## src/rtl/plkc_pkg.sv

```systemverilog
// plkc_pkg: payload, storage and control types plus status codes for the pinned lru key cache
// no dependencies; used by plkc_ctrl, plkc_dp and pinned_lru_key_cache_top
package plkc_pkg;

    localparam int STAMP_W = 32;

    localparam logic [2:0] STAT_HIT       = 3'd0;
    localparam logic [2:0] STAT_FILL      = 3'd1;
    localparam logic [2:0] STAT_EVICT     = 3'd2;
    localparam logic [2:0] STAT_FULL      = 3'd3;
    localparam logic [2:0] STAT_REL       = 3'd4;
    localparam logic [2:0] STAT_REL_EMPTY = 3'd5;

    localparam logic CMD_LOOKUP  = 1'b0;
    localparam logic CMD_RELEASE = 1'b1;

    typedef struct packed {
        logic        command;
        logic [15:0] style;
        logic [7:0]  font_size;
        logic [4:0]  release_slot;
    } in_t;

    typedef struct packed {
        logic [2:0]  status;
        logic [4:0]  slot;
        logic [15:0] evicted_style;
        logic [7:0]  evicted_size;
        logic [7:0]  ref_count;
    } out_t;

    typedef struct packed {
        logic [15:0]        style;
        logic [7:0]         size;
        logic [STAMP_W-1:0] stamp;
        logic [7:0]         refs;
    } entry_t;

    typedef enum logic [2:0] {
        S_IDLE,
        S_SCAN,
        S_REL_RD,
        S_COMMIT,
        S_FINISH
    } state_t;

    // controller to datapath
    typedef struct packed {
        logic load;
        logic scan;
        logic rel_read;
        logic commit;
        logic emit;
    } ctrl_cmd_t;

    // datapath to controller
    typedef struct packed {
        logic in_release;
        logic hit_now;
        logic scan_end;
        logic out_free;
    } dp_stat_t;

endpackage

```

## src/rtl/plkc_ctrl.sv

```systemverilog
// plkc_ctrl: sequencing state machine for lookup, release and result hand-off
// depends on plkc_pkg
module plkc_ctrl (
    input  logic                aclk,
    input  logic                aresetn,
    input  logic                s_valid,
    output logic                s_ready,
    input  plkc_pkg::dp_stat_t  stat,
    output plkc_pkg::ctrl_cmd_t cmd
);

    plkc_pkg::state_t state_reg;
    plkc_pkg::state_t state_next;

    always_ff @(posedge aclk) begin
        if (!aresetn) begin
            state_reg <= plkc_pkg::S_IDLE;
        end else begin
            state_reg <= state_next;
        end
    end

    always_comb begin
        state_next = state_reg;
        unique case (state_reg)
            plkc_pkg::S_IDLE: begin
                if (s_valid) begin
                    state_next = stat.in_release ? plkc_pkg::S_REL_RD : plkc_pkg::S_SCAN;
                end
            end
            plkc_pkg::S_SCAN: begin
                if (stat.hit_now || stat.scan_end) begin
                    state_next = plkc_pkg::S_COMMIT;
                end
            end
            plkc_pkg::S_REL_RD: begin
                state_next = plkc_pkg::S_COMMIT;
            end
            plkc_pkg::S_COMMIT: begin
                state_next = plkc_pkg::S_FINISH;
            end
            plkc_pkg::S_FINISH: begin
                if (stat.out_free) begin
                    state_next = plkc_pkg::S_IDLE;
                end
            end
            default: begin
                state_next = plkc_pkg::S_IDLE;
            end
        endcase
    end

    always_comb begin
        s_ready      = 1'b0;
        cmd          = '0;
        unique case (state_reg)
            plkc_pkg::S_IDLE: begin
                s_ready  = 1'b1;
                cmd.load = s_valid;
            end
            plkc_pkg::S_SCAN: begin
                cmd.scan = 1'b1;
            end
            plkc_pkg::S_REL_RD: begin
                cmd.rel_read = 1'b1;
            end
            plkc_pkg::S_COMMIT: begin
                cmd.commit = 1'b1;
            end
            plkc_pkg::S_FINISH: begin
                cmd.emit = stat.out_free;
            end
            default: begin
                s_ready = 1'b0;
            end
        endcase
    end

endmodule

```

## src/rtl/plkc_dp.sv

```systemverilog
// plkc_dp: slot memory, valid bits, scan accumulators, update logic and output register
// depends on plkc_pkg; driven by plkc_ctrl
module plkc_dp #(
    parameter int ENTRIES = 32
) (
    input  logic                aclk,
    input  logic                aresetn,
    input  plkc_pkg::in_t       s_data,
    output logic                m_valid,
    input  logic                m_ready,
    output plkc_pkg::out_t      m_data,
    input  plkc_pkg::ctrl_cmd_t cmd,
    output plkc_pkg::dp_stat_t  stat
);

    localparam int IDX_W = $clog2(ENTRIES);
    localparam int CNT_W = $clog2(ENTRIES + 1);

    // slot storage, one read and one write port
    plkc_pkg::entry_t entry_mem [ENTRIES];

    logic [ENTRIES-1:0] valid_reg;
    logic [plkc_pkg::STAMP_W-1:0] use_clock_reg;

    // accepted transaction
    logic        cmd_reg;
    logic [15:0] key_style_reg;
    logic [7:0]  key_size_reg;
    logic [4:0]  rel_reg;

    // read pipeline
    logic [CNT_W-1:0] scan_cnt_reg;
    logic             cmp_vld_reg;
    logic [IDX_W-1:0] cmp_idx_reg;
    plkc_pkg::entry_t rd_data_reg;
    logic             rd_vld_reg;

    // scan results
    logic                         hit_found_reg;
    logic [IDX_W-1:0]             hit_idx_reg;
    logic [7:0]                   hit_refs_reg;
    logic                         have_empty_reg;
    logic [IDX_W-1:0]             empty_idx_reg;
    logic                         have_old_reg;
    logic [IDX_W-1:0]             old_idx_reg;
    logic [plkc_pkg::STAMP_W-1:0] old_stamp_reg;
    logic [15:0]                  old_style_reg;
    logic [7:0]                   old_size_reg;

    plkc_pkg::out_t res_reg;
    plkc_pkg::out_t res_next;
    plkc_pkg::out_t m_data_reg;
    logic           m_valid_reg;

    logic             scan_issue;
    logic             rd_en;
    logic [IDX_W-1:0] rd_addr;
    logic [IDX_W-1:0] rel_idx;
    logic             rel_in_range;
    logic             key_match;
    logic             older;

    logic             wr_en;
    logic [IDX_W-1:0] wr_addr;
    plkc_pkg::entry_t wr_data;
    logic             set_valid;
    logic [7:0]       rel_refs_next;

    assign rel_idx      = IDX_W'(rel_reg);
    assign rel_in_range = 32'(rel_reg) < ENTRIES;
    assign scan_issue   = cmd.scan && (scan_cnt_reg < CNT_W'(ENTRIES));
    assign rd_en        = scan_issue || cmd.rel_read;
    assign rd_addr      = cmd.rel_read ? rel_idx : scan_cnt_reg[IDX_W-1:0];

    assign key_match = rd_vld_reg && (rd_data_reg.style == key_style_reg)
                       && (rd_data_reg.size == key_size_reg);
    assign older     = !have_old_reg || (rd_data_reg.stamp < old_stamp_reg);

    assign stat.in_release = (s_data.command == plkc_pkg::CMD_RELEASE);
    assign stat.hit_now    = cmp_vld_reg && key_match;
    assign stat.scan_end   = cmp_vld_reg && (cmp_idx_reg == IDX_W'(ENTRIES - 1));
    assign stat.out_free   = !m_valid_reg || m_ready;

    always_ff @(posedge aclk) begin
        if (rd_en) begin
            rd_data_reg <= entry_mem[rd_addr];
            rd_vld_reg  <= valid_reg[rd_addr];
        end
        if (wr_en) begin
            entry_mem[wr_addr] <= wr_data;
        end
    end

    assign rel_refs_next = (rd_data_reg.refs == 8'd0) ? 8'd0 : rd_data_reg.refs - 8'd1;

    // update decision for the commit cycle
    always_comb begin
        wr_en     = 1'b0;
        set_valid = 1'b0;
        wr_addr   = hit_idx_reg;
        wr_data   = '{style: key_style_reg, size: key_size_reg,
                      stamp: use_clock_reg, refs: 8'd1};
        res_next  = '0;
        if (cmd_reg == plkc_pkg::CMD_RELEASE) begin
            wr_addr      = rel_idx;
            wr_data      = rd_data_reg;
            wr_data.refs = rel_refs_next;
            res_next.slot = rel_reg;
            if (rel_in_range && rd_vld_reg) begin
                wr_en              = cmd.commit;
                res_next.status    = plkc_pkg::STAT_REL;
                res_next.ref_count = rel_refs_next;
            end else begin
                res_next.status = plkc_pkg::STAT_REL_EMPTY;
            end
        end else if (hit_found_reg) begin
            wr_en        = cmd.commit;
            wr_addr      = hit_idx_reg;
            wr_data.refs = (hit_refs_reg == 8'hFF) ? 8'hFF : hit_refs_reg + 8'd1;
            res_next.status    = plkc_pkg::STAT_HIT;
            res_next.slot      = 5'(hit_idx_reg);
            res_next.ref_count = wr_data.refs;
        end else if (have_empty_reg) begin
            wr_en     = cmd.commit;
            set_valid = cmd.commit;
            wr_addr   = empty_idx_reg;
            res_next.status    = plkc_pkg::STAT_FILL;
            res_next.slot      = 5'(empty_idx_reg);
            res_next.ref_count = 8'd1;
        end else if (have_old_reg) begin
            wr_en   = cmd.commit;
            wr_addr = old_idx_reg;
            res_next.status        = plkc_pkg::STAT_EVICT;
            res_next.slot          = 5'(old_idx_reg);
            res_next.evicted_style = old_style_reg;
            res_next.evicted_size  = old_size_reg;
            res_next.ref_count     = 8'd1;
        end else begin
            res_next.status = plkc_pkg::STAT_FULL;
        end
    end

    // control state
    always_ff @(posedge aclk) begin
        if (!aresetn) begin
            valid_reg     <= '0;
            use_clock_reg <= '0;
            scan_cnt_reg  <= '0;
            cmp_vld_reg   <= 1'b0;
            m_valid_reg   <= 1'b0;
        end else begin
            cmp_vld_reg <= scan_issue;
            if (cmd.load) begin
                scan_cnt_reg <= '0;
            end else if (scan_issue) begin
                scan_cnt_reg <= scan_cnt_reg + CNT_W'(1);
            end
            if (set_valid) begin
                valid_reg[wr_addr] <= 1'b1;
            end
            if (wr_en && (cmd_reg == plkc_pkg::CMD_LOOKUP)) begin
                use_clock_reg <= use_clock_reg + 32'd1;
            end
            if (cmd.emit) begin
                m_valid_reg <= 1'b1;
            end else if (m_ready) begin
                m_valid_reg <= 1'b0;
            end
        end
    end

    // payload and scan accumulators
    always_ff @(posedge aclk) begin
        cmp_idx_reg <= scan_cnt_reg[IDX_W-1:0];
        if (cmd.load) begin
            cmd_reg        <= s_data.command;
            key_style_reg  <= s_data.style;
            key_size_reg   <= s_data.font_size;
            rel_reg        <= s_data.release_slot;
            hit_found_reg  <= 1'b0;
            have_empty_reg <= 1'b0;
            have_old_reg   <= 1'b0;
        end else if (cmd.scan && cmp_vld_reg) begin
            if (key_match) begin
                hit_found_reg <= 1'b1;
                hit_idx_reg   <= cmp_idx_reg;
                hit_refs_reg  <= rd_data_reg.refs;
            end else if (!rd_vld_reg) begin
                have_empty_reg <= 1'b1;
                empty_idx_reg  <= cmp_idx_reg;
            end else if ((rd_data_reg.refs == 8'd0) && older) begin
                have_old_reg  <= 1'b1;
                old_idx_reg   <= cmp_idx_reg;
                old_stamp_reg <= rd_data_reg.stamp;
                old_style_reg <= rd_data_reg.style;
                old_size_reg  <= rd_data_reg.size;
            end
        end
        if (cmd.commit) begin
            res_reg <= res_next;
        end
        if (cmd.emit) begin
            m_data_reg <= res_reg;
        end
    end

    assign m_valid = m_valid_reg;
    assign m_data  = m_data_reg;

endmodule

```

## src/rtl/pinned_lru_key_cache_top.sv

```systemverilog
// pinned_lru_key_cache_top: fully associative lru key cache with reference pinning
// depends on plkc_pkg, plkc_ctrl and plkc_dp
//
// channel  dir  ports                       payload
// -------  ---  --------------------------  ----------------------------------------------
// s_       in   s_valid, s_ready, s_data    command, style, font_size, release_slot
// m_       out  m_valid, m_ready, m_data    status, slot, evicted_style, evicted_size, ref_count
//
// a lookup walks the slot memory one entry per cycle, through every slot on a miss;
// a hit at slot i ends the walk early; a release reads its slot once and writes it back
// reset clears valid bits and the use clock at once; slot contents need no clearing
// a result waits in the output register while m_ready is low; a new transaction is
// taken meanwhile, and its own result holds until the register frees up
module pinned_lru_key_cache_top #(
    parameter int ENTRIES = 32
) (
    input  logic           aclk,
    input  logic           aresetn,
    input  logic           s_valid,
    output logic           s_ready,
    input  plkc_pkg::in_t  s_data,
    output logic           m_valid,
    input  logic           m_ready,
    output plkc_pkg::out_t m_data
);

    plkc_pkg::ctrl_cmd_t cmd;
    plkc_pkg::dp_stat_t  stat;

    // sequencing
    plkc_ctrl u_ctrl (
        .aclk    (aclk),
        .aresetn (aresetn),
        .s_valid (s_valid),
        .s_ready (s_ready),
        .stat    (stat),
        .cmd     (cmd)
    );

    // storage, scan and result
    plkc_dp #(
        .ENTRIES (ENTRIES)
    ) u_dp (
        .aclk    (aclk),
        .aresetn (aresetn),
        .s_data  (s_data),
        .m_valid (m_valid),
        .m_ready (m_ready),
        .m_data  (m_data),
        .cmd     (cmd),
        .stat    (stat)
    );

    // one transaction at a time: busy right after acceptance
    a_busy_after_accept: assert property (@(posedge aclk) disable iff (!aresetn)
        s_valid && s_ready |=> !s_ready)
        else $error("accepted a transaction while the previous one was in flight");

    // a full cache reports slot zero with no references
    a_full_result: assert property (@(posedge aclk) disable iff (!aresetn)
        m_valid && (m_data.status == plkc_pkg::STAT_FULL)
        |-> (m_data.slot == 5'd0) && (m_data.ref_count == 8'd0))
        else $error("full result carries slot or reference data");

    // evicted key fields only with an eviction
    a_evict_fields: assert property (@(posedge aclk) disable iff (!aresetn)
        m_valid && (m_data.status != plkc_pkg::STAT_EVICT)
        |-> (m_data.evicted_style == 16'd0) && (m_data.evicted_size == 8'd0))
        else $error("evicted key reported without an eviction");

    // a lookup that places or finds its key always holds a reference
    a_lookup_refs: assert property (@(posedge aclk) disable iff (!aresetn)
        m_valid && ((m_data.status == plkc_pkg::STAT_HIT)
                 || (m_data.status == plkc_pkg::STAT_FILL)
                 || (m_data.status == plkc_pkg::STAT_EVICT))
        |-> (m_data.ref_count != 8'd0))
        else $error("lookup result with zero references");

    // results only appear after the commit and finish steps of a transaction
    a_result_source: assert property (@(posedge aclk) disable iff (!aresetn)
        $rose(m_valid) |-> $past(cmd.emit))
        else $error("result raised without a finish step");

endmodule

```

## config.mk

```make
export PLATFORM = sky130hd
export DESIGN_NAME = pinned_lru_key_cache_top
export DESIGN_NICKNAME = d
export VERILOG_FILES = /design/src/rtl/plkc_pkg.sv /design/src/rtl/plkc_ctrl.sv /design/src/rtl/plkc_dp.sv /design/src/rtl/pinned_lru_key_cache_top.sv
export SDC_FILE = /design/constraint.sdc
export NUM_CORES = 2
export LEC_CHECK = 0
export BUFFER_PORTS_ARGS = -buffer_cell sky130_fd_sc_hd__clkbuf_2
export CAP_MARGIN = 40
export CELL_PAD_IN_SITES_DETAIL_PLACEMENT = 0
export CELL_PAD_IN_SITES_GLOBAL_PLACEMENT = 1
export CORE_MARGIN = 4
export CORE_UTILIZATION = 40
export CTS_CLUSTER_SIZE = 20
export DETAILED_ROUTE_END_ITERATION = 7
export GPL_ROUTABILITY_DRIVEN = 1
export PLACE_DENSITY_LB_ADDON = 0.1
export SLEW_MARGIN = 15
export SYNTH_ARGS = -nofsm -noshare
export SYNTH_HDL_FRONTEND = slang
export SYNTH_HIERARCHICAL = 1
export SYNTH_SLANG_ARGS = --single-unit
```

## constraint.sdc

```tcl
create_clock -name aclk -period 33.4 [get_ports aclk]
set_input_delay 6.68 -clock aclk [delete_from_list [all_inputs] [get_ports aclk]]
set_output_delay 6.68 -clock aclk [all_outputs]
set_load 0.02 [all_outputs]
```

==> flow_summary.ini <==
[timing]
fmax_mhz = 117.6
fin_skew_ps = 47.07
tightest_slew_ps = 1122
max_slew_margin = 0.2519
grt_setup_unrepaired = false
hold_viol_final = 0
finalCritPeriodShare = 0.2546
fin_crit_ps = 8503
final_max_slew_viol_count = 0
setup_viol = 0
totalNegativeSetupSlack_ps = 0

[placement]
dp_hpwl_um = 192500
place_area_um2 = 103600
place.gp.congestion = 0.8168
dp.cells = 9999
io_buffers = 75

[detailed_routing]
drt_iter0_markers = 8275
wl_per_cell_um = 34.28
first_pass_iters = 6
drc = 0
vias_per_cell = 6.170
dr_total_vias = 64715
final_antenna_net_count = 0
wl_um = 359600

[grt]
grt_pass1_wl_um = 497600
grt_max_degree = 173
antenna_found_initial = 22
overflow = 0
grt.total_usage = 0.2750
grt_pass1_vias = 61777

[die]
die_h_um = 503.9
core_region_area_um2 = 243900
row_count = 181
boundaryPins = 76
die_x_um = 503.9
fp.dieArea_um2 = 253900
start_util = 0.4032

[critical_path]
crit_type = flop to primary output
cp-end-kind = primary output
crit_fanout = 7
arrival_ps = 1820
cp.required_ps = 26720
cp-start-kind = flop

[layout]
final_common_cell = edfxtp_1
drive_gt1_frac = 0.1221
fillers = 21195
syn_to_final_growth_pct = 13.92
fin_cells = 10489
num-nets-final = 7157
postLayoutCellArea_um2 = 112000
mostFrequentLayoutCells = edfxtp_1, nand2_1, a21oi_1, a211oi_1, clkbuf_16
largest_reg_flops = 2048

[clock_network]
cts_setup_buffers = 0
clkSinkCount = 2385
clk_latency_ps = 950
cts_buffers = 282
clk_pin_slew_worst_paths_ps = 60
htree_num_levels = 5
max-clock-path-buffers = 4
cts_tree = yes
postCtsHoldBufs = 0
ctsResizeCount = 0
cts-root-buf = clkbuf_16

[synthesis]
synthCells = 7008
async_reset_ff_frac = 0
synth_nets = 7078
synth_edf_count = 2302
seq_area_frac_synth = 0.7197
synth_ff_type = edfxtp_1
ys_warn_count = 6
synth_area_um2 = 98350
avgSynthCellArea_um2 = 14.03
ys_types = 85
ys_seq_elements = 2385

[power_and_ir_drop]
seqPwrFrac = 0.472
powerDensity_nw_per_um2 = 66.45
leakage_uw = 0.03637
switchingPower_uw = 2051
p_sw_frac = 0.2755
ir_worst_vdd_uv = 60.58
combPwrFrac = 0.146
internal-power_uw = 5394
p_clk_frac = 0.382

[hold_path]
hp-class = flop to flop

[run]
cap_violations = 0

[status]
status = finished, final reports clean
[per-layer routing]
metal	GRT usage	up-vias	share of wire
met4	0.07501	4	0.027
met2	0.4257	3093	0.45
met1	0.3943	33671	0.43
met3	0.05766	577	0.089
li1	-	27370	-
met5	0	-	0.000078
[power groups by stage]
stage	registers [µW]	logic, µW	clock network [µW]
floorplan	3540	637	0
global placement	3580	1050	0
detailed placement	3580	1070	0
CTS	3510	1070	2900
global route	3520	1150	3020
finish	3510	1090	2840
[logic make-up after synthesis]
logic type                 share of synthesized area
muxes                                        0.03856
xor gates and xnor gates                    0.005788
and+or+nand+nor                              0.08147
AOI/OAI and AO/OA                             0.1236
buffers and inverters                        0.02626
adders and majority gates                   0.004580
DFF                                           0.7197
[path summary, 6_finish.rpt]
check	from	endpoint	depth (start not counted)	slack (ps)
worst max-delay path	u_ctrl/state_reg[2]	s_ready	2	24900
worst min register to register	u_dp/res_reg[11]	u_dp/m_data[11]	0	420
worst max register to register	u_dp/cmd_reg	u_dp/entry_mem[12][18]	10	27790
worst min-delay path	u_dp/res_reg[11]	u_dp/m_data[11]	0	420
[critical path, stage by stage (launching register included)]
cell      delay, ps
dfxtp_1         380
nor3_1          280
clkbuf_2        230
[Yosys cell counts (all sizes together), types with 31 or more instances]
cell     instances  area share
inv             82      0.0031
a21o            70      0.0053
nand3          266       0.014
mux2            59      0.0068
o21ai          227       0.012
dfxtp           83       0.017
clkbuf         292       0.011
o211ai          51      0.0039
xor2            31      0.0028
o22ai           81      0.0052
and2            61      0.0039
xnor2           34      0.0030
a22oi           31      0.0024
a2111oi         52      0.0046
nand2          954       0.036
nor3            32      0.0016
nor2           215      0.0082
a311oi          66      0.0059
mux2i          146       0.015
mux4            73       0.017
ha              36      0.0046
buf            224       0.012
a2bb2oi         36      0.0032
a211oi         299       0.023
nand4           41      0.0026
edfxtp        2302        0.70
a31oi           53      0.0034
a21oi          618       0.031
and3            74      0.0047
o31ai           38      0.0029
nor2b           52      0.0033
[through the flow]
| step | utilization | total power (µW) | hold WS (ps) | worst slack [ps] |
|---|---|---|---|---|
| final | 0.4594 | 7445 | 417.6 | 24900 |
| after global routing | 0.4593 | 7687 | 424.4 | 24810 |
| after CTS | 0.4588 | 7483 | 419.6 | 24820 |
| after detailed placement | 0.4249 | 4647 | 405.6 | 24390 |
| after global placement | 0.4209 | 4623 | 404.0 | 24250 |
| after floorplan | - | 4176 | 351.9 | 15310 |
[final cells by class]
cell class	count	area, µm²	share of cell area
multi-input cells	4025	25560	0.2282
repair buffers	311	3072	0.02742
well taps	3202	4006	0.03576
inverters	82	327.8	0.002926
diodes	6	15.01	0.0001340
flip-flops and latches	2385	70800	0.6319
clock inverters	104	671.9	0.005997
clock buffers	374	7591	0.06775
Note: power is estimated with default switching activity, not from simulation.
